`src/sv/prq_pkg.sv`:
```
package prq_pkg;

    localparam int DEPTH_DEF     = 16;
    localparam int PRIO_BITS_DEF = 8;
    localparam int ID_BITS_DEF   = 16;

    typedef enum logic
    {
        REQ_ENQ = 1'b0,
        REQ_DEQ = 1'b1
    } req_type_t;

    // per-cycle command broadcast to every cell, already gated by full/empty
    typedef struct packed
    {
        logic enq;
        logic deq;
    } prq_ctl_t;

endpackage

```
`src/sv/prq_if.sv`:
```
interface prq_req_if #(
    parameter int ID_BITS   = 16,
    parameter int PRIO_BITS = 8
);
    import prq_pkg::*;

    logic                 valid;
    logic                 ready;
    req_type_t            req_type;
    logic [ID_BITS-1:0]   proc_id;
    logic [PRIO_BITS-1:0] prio;

    modport source (output valid, req_type, proc_id, prio, input ready);
    modport sink   (input valid, req_type, proc_id, prio, output ready);
endinterface

interface prq_rsp_if #(
    parameter int ID_BITS  = 16,
    parameter int CNT_BITS = 5
);
    logic                valid;
    logic                ready;
    logic [ID_BITS-1:0]  out_id;
    logic                out_valid;
    logic                empty_error;
    logic                full_drop;
    logic [CNT_BITS-1:0] count;
    logic                has_entries;

    modport source (output valid, out_id, out_valid, empty_error, full_drop, count,
                    has_entries, input ready);
    modport sink   (input valid, out_id, out_valid, empty_error, full_drop, count,
                    has_entries, output ready);
endinterface

```
`src/sv/prq_cell.sv`:
```
module prq_cell #(
    parameter int ID_BITS   = prq_pkg::ID_BITS_DEF,
    parameter int PRIO_BITS = prq_pkg::PRIO_BITS_DEF
) (
    input  logic                 clk,
    input  prq_pkg::prq_ctl_t    ctl,
    input  logic                 occ,
    input  logic [ID_BITS-1:0]   new_id,
    input  logic [PRIO_BITS-1:0] new_prio,
    input  logic                 left_take,
    input  logic [ID_BITS-1:0]   left_id,
    input  logic [PRIO_BITS-1:0] left_prio,
    input  logic [ID_BITS-1:0]   right_id,
    input  logic [PRIO_BITS-1:0] right_prio,
    output logic                 take,
    output logic [ID_BITS-1:0]   id,
    output logic [PRIO_BITS-1:0] prio
);
    import prq_pkg::*;

    logic [ID_BITS-1:0]   id_reg;
    logic [ID_BITS-1:0]   id_next;
    logic [PRIO_BITS-1:0] prio_reg;
    logic [PRIO_BITS-1:0] prio_next;

    // new entry belongs at or before this slot
    assign take = !occ || (prio_reg <= new_prio);

    always_comb
    begin
        id_next   = id_reg;
        prio_next = prio_reg;
        priority if (ctl.enq && take && left_take)
        begin
            id_next   = left_id;
            prio_next = left_prio;
        end
        else if (ctl.enq && take)
        begin
            id_next   = new_id;
            prio_next = new_prio;
        end
        else if (ctl.deq)
        begin
            id_next   = right_id;
            prio_next = right_prio;
        end
    end

    always_ff @(posedge clk)
    begin
        id_reg   <= id_next;
        prio_reg <= prio_next;
    end

    assign id   = id_reg;
    assign prio = prio_reg;

endmodule

```
`src/sv/priority_ready_queue_core.sv`:
```
// Sorted ready queue for a priority scheduler.
// req channel: one transaction per request. req_type REQ_ENQ inserts proc_id
//   with prio in front of every stored entry of lower or equal priority;
//   REQ_DEQ removes the head (highest priority, newest among equals).
// rsp channel: exactly one transaction per request, in request order, with
//   the removed id (dequeue only), out_valid, empty_error, full_drop, the entry
//   count after the request and has_entries.
// The response is registered and is valid the cycle after the request is accepted.
// Throughput: one request per cycle while rsp is not stalled; every slot is a cell that
//   compares its priority with the incoming one and loads from its left or right
//   neighbor, so an insert or a pop updates every slot at once.
// An enqueue into a full queue and a dequeue from an empty queue leave the
//   queue unchanged and only flag the response.
// Reset clears the entry count and the response valid flag; the queue is empty.
// If rsp is stalled the response register holds and req.ready drops; a new
//   request is taken in the same cycle the pending response leaves.
module priority_ready_queue_core #(
    parameter int DEPTH     = prq_pkg::DEPTH_DEF,
    parameter int PRIO_BITS = prq_pkg::PRIO_BITS_DEF,
    parameter int ID_BITS   = prq_pkg::ID_BITS_DEF
) (
    input  logic      clk,
    input  logic      rst_n,
    prq_req_if.sink   req,
    prq_rsp_if.source rsp
);
    import prq_pkg::*;

    localparam int CNT_BITS = $clog2(DEPTH + 1);

    prq_ctl_t             ctl;
    logic                 req_fire;
    logic                 is_enq;
    logic                 full;
    logic                 empty;

    logic [ID_BITS-1:0]   cell_id   [DEPTH+1];
    logic [PRIO_BITS-1:0] cell_prio [DEPTH+1];
    logic                 cell_take [DEPTH];

    logic [CNT_BITS-1:0]  count_reg;
    logic [CNT_BITS-1:0]  count_next;

    logic                 rsp_valid_reg;
    logic                 rsp_valid_next;
    logic [ID_BITS-1:0]   out_id_reg;
    logic [ID_BITS-1:0]   out_id_next;
    logic                 out_valid_reg;
    logic                 out_valid_next;
    logic                 empty_error_reg;
    logic                 empty_error_next;
    logic                 full_drop_reg;
    logic                 full_drop_next;
    logic [CNT_BITS-1:0]  rsp_count_reg;
    logic                 has_entries_reg;
    logic                 has_entries_next;

    assign req.ready = !rsp_valid_reg || rsp.ready;
    assign req_fire  = req.valid && req.ready;
    assign is_enq    = (req.req_type == REQ_ENQ);
    assign full      = (count_reg == CNT_BITS'(DEPTH));
    assign empty     = (count_reg == '0);
    assign ctl.enq   = req_fire && is_enq && !full;
    assign ctl.deq   = req_fire && !is_enq && !empty;

    assign cell_id[DEPTH]   = '0;
    assign cell_prio[DEPTH] = '0;

    for (genvar i = 0; i < DEPTH; i++)
    begin : g_cell
        logic                 left_take;
        logic [ID_BITS-1:0]   left_id;
        logic [PRIO_BITS-1:0] left_prio;

        if (i == 0)
        begin : g_head
            assign left_take = 1'b0;
            assign left_id   = req.proc_id;
            assign left_prio = req.prio;
        end
        else
        begin : g_body
            assign left_take = cell_take[i-1];
            assign left_id   = cell_id[i-1];
            assign left_prio = cell_prio[i-1];
        end

        prq_cell #(
            .ID_BITS   (ID_BITS),
            .PRIO_BITS (PRIO_BITS)
        ) u_cell (
            .clk        (clk),
            .ctl        (ctl),
            .occ        (count_reg > CNT_BITS'(i)),
            .new_id     (req.proc_id),
            .new_prio   (req.prio),
            .left_take  (left_take),
            .left_id    (left_id),
            .left_prio  (left_prio),
            .right_id   (cell_id[i+1]),
            .right_prio (cell_prio[i+1]),
            .take       (cell_take[i]),
            .id         (cell_id[i]),
            .prio       (cell_prio[i])
        );
    end

    always_comb
    begin
        count_next = count_reg;
        priority if (ctl.enq)
            count_next = count_reg + CNT_BITS'(1);
        else if (ctl.deq)
            count_next = count_reg - CNT_BITS'(1);
    end

    assign rsp_valid_next   = req_fire || (rsp_valid_reg && !rsp.ready);
    assign out_id_next      = ctl.deq ? cell_id[0] : '0;
    assign out_valid_next   = ctl.deq;
    assign empty_error_next = req_fire && !is_enq && empty;
    assign full_drop_next   = req_fire && is_enq && full;
    assign has_entries_next = (count_next != '0);

    always_ff @(posedge clk or negedge rst_n)
    begin
        if (!rst_n)
        begin
            count_reg     <= '0;
            rsp_valid_reg <= 1'b0;
        end
        else
        begin
            count_reg     <= count_next;
            rsp_valid_reg <= rsp_valid_next;
        end
    end

    always_ff @(posedge clk)
    begin
        if (req_fire)
        begin
            out_id_reg      <= out_id_next;
            out_valid_reg   <= out_valid_next;
            empty_error_reg <= empty_error_next;
            full_drop_reg   <= full_drop_next;
            rsp_count_reg   <= count_next;
            has_entries_reg <= has_entries_next;
        end
    end

    assign rsp.valid       = rsp_valid_reg;
    assign rsp.out_id      = out_id_reg;
    assign rsp.out_valid   = out_valid_reg;
    assign rsp.empty_error = empty_error_reg;
    assign rsp.full_drop   = full_drop_reg;
    assign rsp.count       = rsp_count_reg;
    assign rsp.has_entries = has_entries_reg;

    a_count_bound: assert property (@(posedge clk) disable iff (!rst_n)
        count_reg <= CNT_BITS'(DEPTH))
        else $error("entry count exceeds depth");

    a_head_sorted: assert property (@(posedge clk) disable iff (!rst_n)
        count_reg >= CNT_BITS'(2) |-> cell_prio[0] >= cell_prio[1])
        else $error("head entries out of priority order");

    a_enq_count: assert property (@(posedge clk) disable iff (!rst_n)
        ctl.enq |=> count_reg == $past(count_reg) + CNT_BITS'(1))
        else $error("enqueue did not grow the queue");

    a_rsp_count: assert property (@(posedge clk) disable iff (!rst_n)
        req_fire |=> rsp.valid && rsp.count == count_reg)
        else $error("response count does not match queue");

    a_rsp_flags: assert property (@(posedge clk) disable iff (!rst_n)
        rsp.valid |-> !(rsp.out_valid && (rsp.empty_error || rsp.full_drop))
                      && (rsp.has_entries == (rsp.count != '0)))
        else $error("inconsistent response flags");

endmodule

```
`src/flat_wrapper.sv`:
```
// flat-port wrapper written by rule: the top's interface ports become plain ports
module priority_ready_queue_core_flat import prq_pkg::*;
#(
    parameter int DEPTH     = prq_pkg::DEPTH_DEF,
    parameter int PRIO_BITS = prq_pkg::PRIO_BITS_DEF,
    parameter int ID_BITS   = prq_pkg::ID_BITS_DEF
)
  (clk, rst_n, req_valid, req_req_type, req_proc_id, req_prio, req_ready, rsp_valid, rsp_out_id, rsp_out_valid, rsp_empty_error, rsp_full_drop, rsp_count, rsp_has_entries, rsp_ready);
  prq_req_if #(.ID_BITS(ID_BITS), .PRIO_BITS(PRIO_BITS)) req_i ();
  prq_rsp_if #(.ID_BITS(ID_BITS), .CNT_BITS(($clog2(DEPTH_DEF + 1)))) rsp_i ();
  input  logic clk;
  input  logic rst_n;
  input wire logic [$bits(req_i.valid)-1:0] req_valid;
  input wire logic [$bits(req_i.req_type)-1:0] req_req_type;
  input wire logic [$bits(req_i.proc_id)-1:0] req_proc_id;
  input wire logic [$bits(req_i.prio)-1:0] req_prio;
  output wire logic [$bits(req_i.ready)-1:0] req_ready;
  output wire logic [$bits(rsp_i.valid)-1:0] rsp_valid;
  output wire logic [$bits(rsp_i.out_id)-1:0] rsp_out_id;
  output wire logic [$bits(rsp_i.out_valid)-1:0] rsp_out_valid;
  output wire logic [$bits(rsp_i.empty_error)-1:0] rsp_empty_error;
  output wire logic [$bits(rsp_i.full_drop)-1:0] rsp_full_drop;
  output wire logic [$bits(rsp_i.count)-1:0] rsp_count;
  output wire logic [$bits(rsp_i.has_entries)-1:0] rsp_has_entries;
  input wire logic [$bits(rsp_i.ready)-1:0] rsp_ready;
  assign req_i.valid = req_valid;
  assign req_i.req_type = req_req_type;
  assign req_i.proc_id = req_proc_id;
  assign req_i.prio = req_prio;
  assign req_ready = req_i.ready;
  assign rsp_valid = rsp_i.valid;
  assign rsp_out_id = rsp_i.out_id;
  assign rsp_out_valid = rsp_i.out_valid;
  assign rsp_empty_error = rsp_i.empty_error;
  assign rsp_full_drop = rsp_i.full_drop;
  assign rsp_count = rsp_i.count;
  assign rsp_has_entries = rsp_i.has_entries;
  assign rsp_i.ready = rsp_ready;
  priority_ready_queue_core #(.DEPTH(DEPTH), .PRIO_BITS(PRIO_BITS), .ID_BITS(ID_BITS)) u_core (.clk(clk), .rst_n(rst_n), .req(req_i), .rsp(rsp_i));
endmodule
```
`config.mk`:
```
export PLATFORM = sky130hd
export DESIGN_NAME = priority_ready_queue_core_flat
export DESIGN_NICKNAME = d
export VERILOG_FILES = /design/src/sv/prq_pkg.sv /design/src/sv/prq_if.sv /design/src/sv/prq_cell.sv /design/src/sv/priority_ready_queue_core.sv /design/src/flat_wrapper.sv
export SDC_FILE = /design/constraint.sdc
export NUM_CORES = 1
export LEC_CHECK = 0
export BUFFER_PORTS_ARGS = -buffer_cell sky130_fd_sc_hd__clkbuf_2
export CAP_MARGIN = 5
export CORE_ASPECT_RATIO = 1.5
export CORE_UTILIZATION = 47
export CTS_CLUSTER_SIZE = 10
export DETAILED_ROUTE_END_ITERATION = 8
export SYNTH_ARGS = -nofsm -noshare
export SYNTH_HDL_FRONTEND = slang
export SYNTH_SLANG_ARGS = --single-unit
```
`constraint.sdc`:
```
create_clock -name clk -period 9.55 [get_ports clk]
set_input_delay 1.4325 -clock clk [delete_from_list [all_inputs] [get_ports clk]]
set_output_delay 1.4325 -clock clk [all_outputs]
set_load 0.01 [all_outputs]
```
==> metrics.txt <==
H-tree levels=2; grt peak-use layer=met2; Layout Nets=2287; max cap viols=0; EDFF count, synth=409; RSZ-0062 raised after global routing=no; Synth top cells by count=edfxtp_1 (409), nor2_1 (279), a21oi_1 (277); post-placement setup slack=3500 ps; register area share after synthesis=52.8%; Worst Path Required=9740 ps; drt pass-1 iters=9; part of the cycle the worst path needs=57.6%; Slew HR=12.4%; reg2reg path depth=6; Final min period=5500 ps; Setup WS post-layout=4050 ps; syn_area_per_cell=11.0 sq um; TNS Setup=0 ps; clock skew=17.9 ps; CP startpoint kind=primary input; Slew Limit Fails=0; Setup Viol. Count Final=0; met3 GRT Util=2.79%; clk root buf=clkbuf_16; Fmax=182 MHz; critical path peak fanout=55; Critical Path AT=5690 ps; first-pass GRT wire length=98000 um; FF-to-FF setup slack=5030 ps; WS Path Type=in -> reg; via count=16700; Die ar.=51100 sq um; clk slew on worst S/H paths=60 ps; vias in the first global route=17500; placed cells=2738; area delta synth->final=9.21%; hold path start=u_core.g_cell[0].u_cell.id[15]$_DFFE_PP_; final hold violation count=0; Netlist Area Pre-Place=23600 sq um; Top FF cell, synth=edfxtp_1; post-synth top area share=52.1%; Post-CTS Hold Buffers=0; total core area=49500 sq um; Hold Worst Slack=559 ps; Routed wire per std cell=22.4 um; maximum root-to-sink buffer count=3; worst min path class=reg -> reg; worst slew pin tran=1310 ps; kind of end point of the critical path=flop; RR Startpoint=u_core.g_cell[10].u_cell.prio[7]$_DFFE_PP_; max FFs per register=256; pwr dens=243 nW/um^2; drt drc=0; TritonCTS clock tree=done; cell taking the most area after synthesis=edfxtp_1; gpl congestion=0.857; Skew-Pair Late Insertion Delay=580 ps; vias per cell=5.96; antenna cells=0; LEAKAGE=10.6 nW; RR Endpoint=u_core.g_cell[10].u_cell.prio[6]$_DFFE_PP_; pin count of the biggest net entering global routing=74; post-synthesis async set-or-reset flop share=1.45%; CP peak stage delay=1020 ps; Gate Count Post-Synth=2133; Crit path top cell by count=nand2_1; Placement Rows=100; share of cells above drive strength 1=9.29%; Hold Path Cell Cnt=1; CTS Buf Count=47; number of sinks on the clock net=415; Worst Setup EP=u_core.g_cell[10].u_cell.prio[6]$_DFFE_PP_; Yosys reg bits=415; Port-buffer cells=55; overall power=6.24 mW; post-CTS sizing=0; Worst VDD drop=0.145 mV; CP max stage cell=nand2_1; Syn Nets=2296; Synthesis Warnings=0; final std cells w/o fill=2804; ranking of synthesized cells by area=edfxtp_1 (52%), mux2i_1 (11%), ha_1 (7.1%); Routed Antenna Nets=0; Setup Buffers After CTS=0; All-Layer GR Usage=24.8%; Critical Path Source=req_prio[1]; status=completed; synth unique cells=70; initial core utilization=47.6%; routing usage on met2=46.2%; Die Y=276 um; met1 usage=28.7%; Chip Width=185 um; DRT iter0 DRCs=1151; worst-path cell chain=clkbuf_2, inv_1, buf_4, ha_1, nor2b_1, o31ai_1, a211o_2, nand2_1, nand2_1; antenna violations before repair=2; most frequent cell after synthesis=edfxtp_1; grt total ovfl=0; HPWL Detailed=43400 um; I/O pin cnt=56; final wirelength=62700 um
==> placed cells by master, fill, tap and decap left out, drive strengths merged, types with 23 or more instances in the layout <==
master  instances
inv            39
nor2          280
buf            38
ha            134
nand4          31
nand2         171
edfxtp        409
clkbuf        119
o21ai         110
mux2i         270
mux2           24
a21oi         277
o211ai         24
a221o          25
and2           47
a32oi          23
==> layout make-up <==
class / count / area, sq um
Multi-Input combinational cell: 1529 / 10500
Tap cell: 663 / 830
Fill cell: 4503 / 23800
Clock buffer: 64 / 1260
Timing Repair Buffer: 93 / 561
Sequential cell: 415 / 12400
Inverter: 38 / 143
Clock inverter: 2 / 50.0
==> per-layer routing <==
| metal | share of wire, % | vias to the layer above |
|---|---|---|
| met3 | 3.5 | 133 |
| met4 | 3.2 | 2 |
| met1 | 39 | 8324 |
| li1 | - | 7895 |
| met5 | 0.021 | - |
| met2 | 54 | 366 |
==> cell families after synthesis <==
| group | after synthesis | share of synthesized area, % |
|---|---|---|
| simple gates | 584 | 11.1 |
| buf+inv | 189 | 3.40 |
| fa+ha+maj | 134 | 7.11 |
| flops | 415 | 52.8 |
| xor+xnor | 4 | 0.149 |
| mux | 294 | 12.6 |
| compound gates | 513 | 12.9 |
==> worst min-delay path by stage <==
stage | end | slack [ps]
2_1_floorplan | u_core.g_cell[10].u_cell.id[0]$_DFFE_PP_ | 520
3_3_place_gp | u_core.rsp.out_id[14]$_SDFFCE_PN0N_ | 540
4_1_cts | u_core.g_cell[3].u_cell.id[12]$_DFFE_PP_ | 560
5_1_grt | u_core.rsp.out_id[15]$_SDFFCE_PN0N_ | 580
6_report | u_core.rsp.out_id[15]$_SDFFCE_PN0N_ | 560
3_5_place_dp | u_core.rsp.out_id[1]$_SDFFCE_PN0N_ | 550
==> worst max-delay path: cells and delay by family <==
family	cells	cell delay (ps)
AO/OA/AOI/OAI	2	1270
adder cells (fa/ha/maj)	1	300
buffers and inverters	3	670
AND/OR/NAND/NOR	3	1960
==> metrics by stage <==
| stage | instance area (sq um) | util, % |
|---|---|---|
| detailed placement | 24400 | 49.3 |
| global route | 25700 | 51.9 |
| global placement | 24400 | 49.3 |
| finish | 25700 | 51.9 |
| floorplan | 23600 | - |
| CTS | 25700 | 51.9 |
==> power breakdown <==
| group | total (mW) | switching, mW | internal, mW |
|---|---|---|---|
| logic | 1.86 | 1.14 | 0.724 |
| registers | 2.74 | 0.260 | 2.48 |
| clock network | 1.64 | 0.727 | 0.913 |
(Power assumes the default switching activity.)
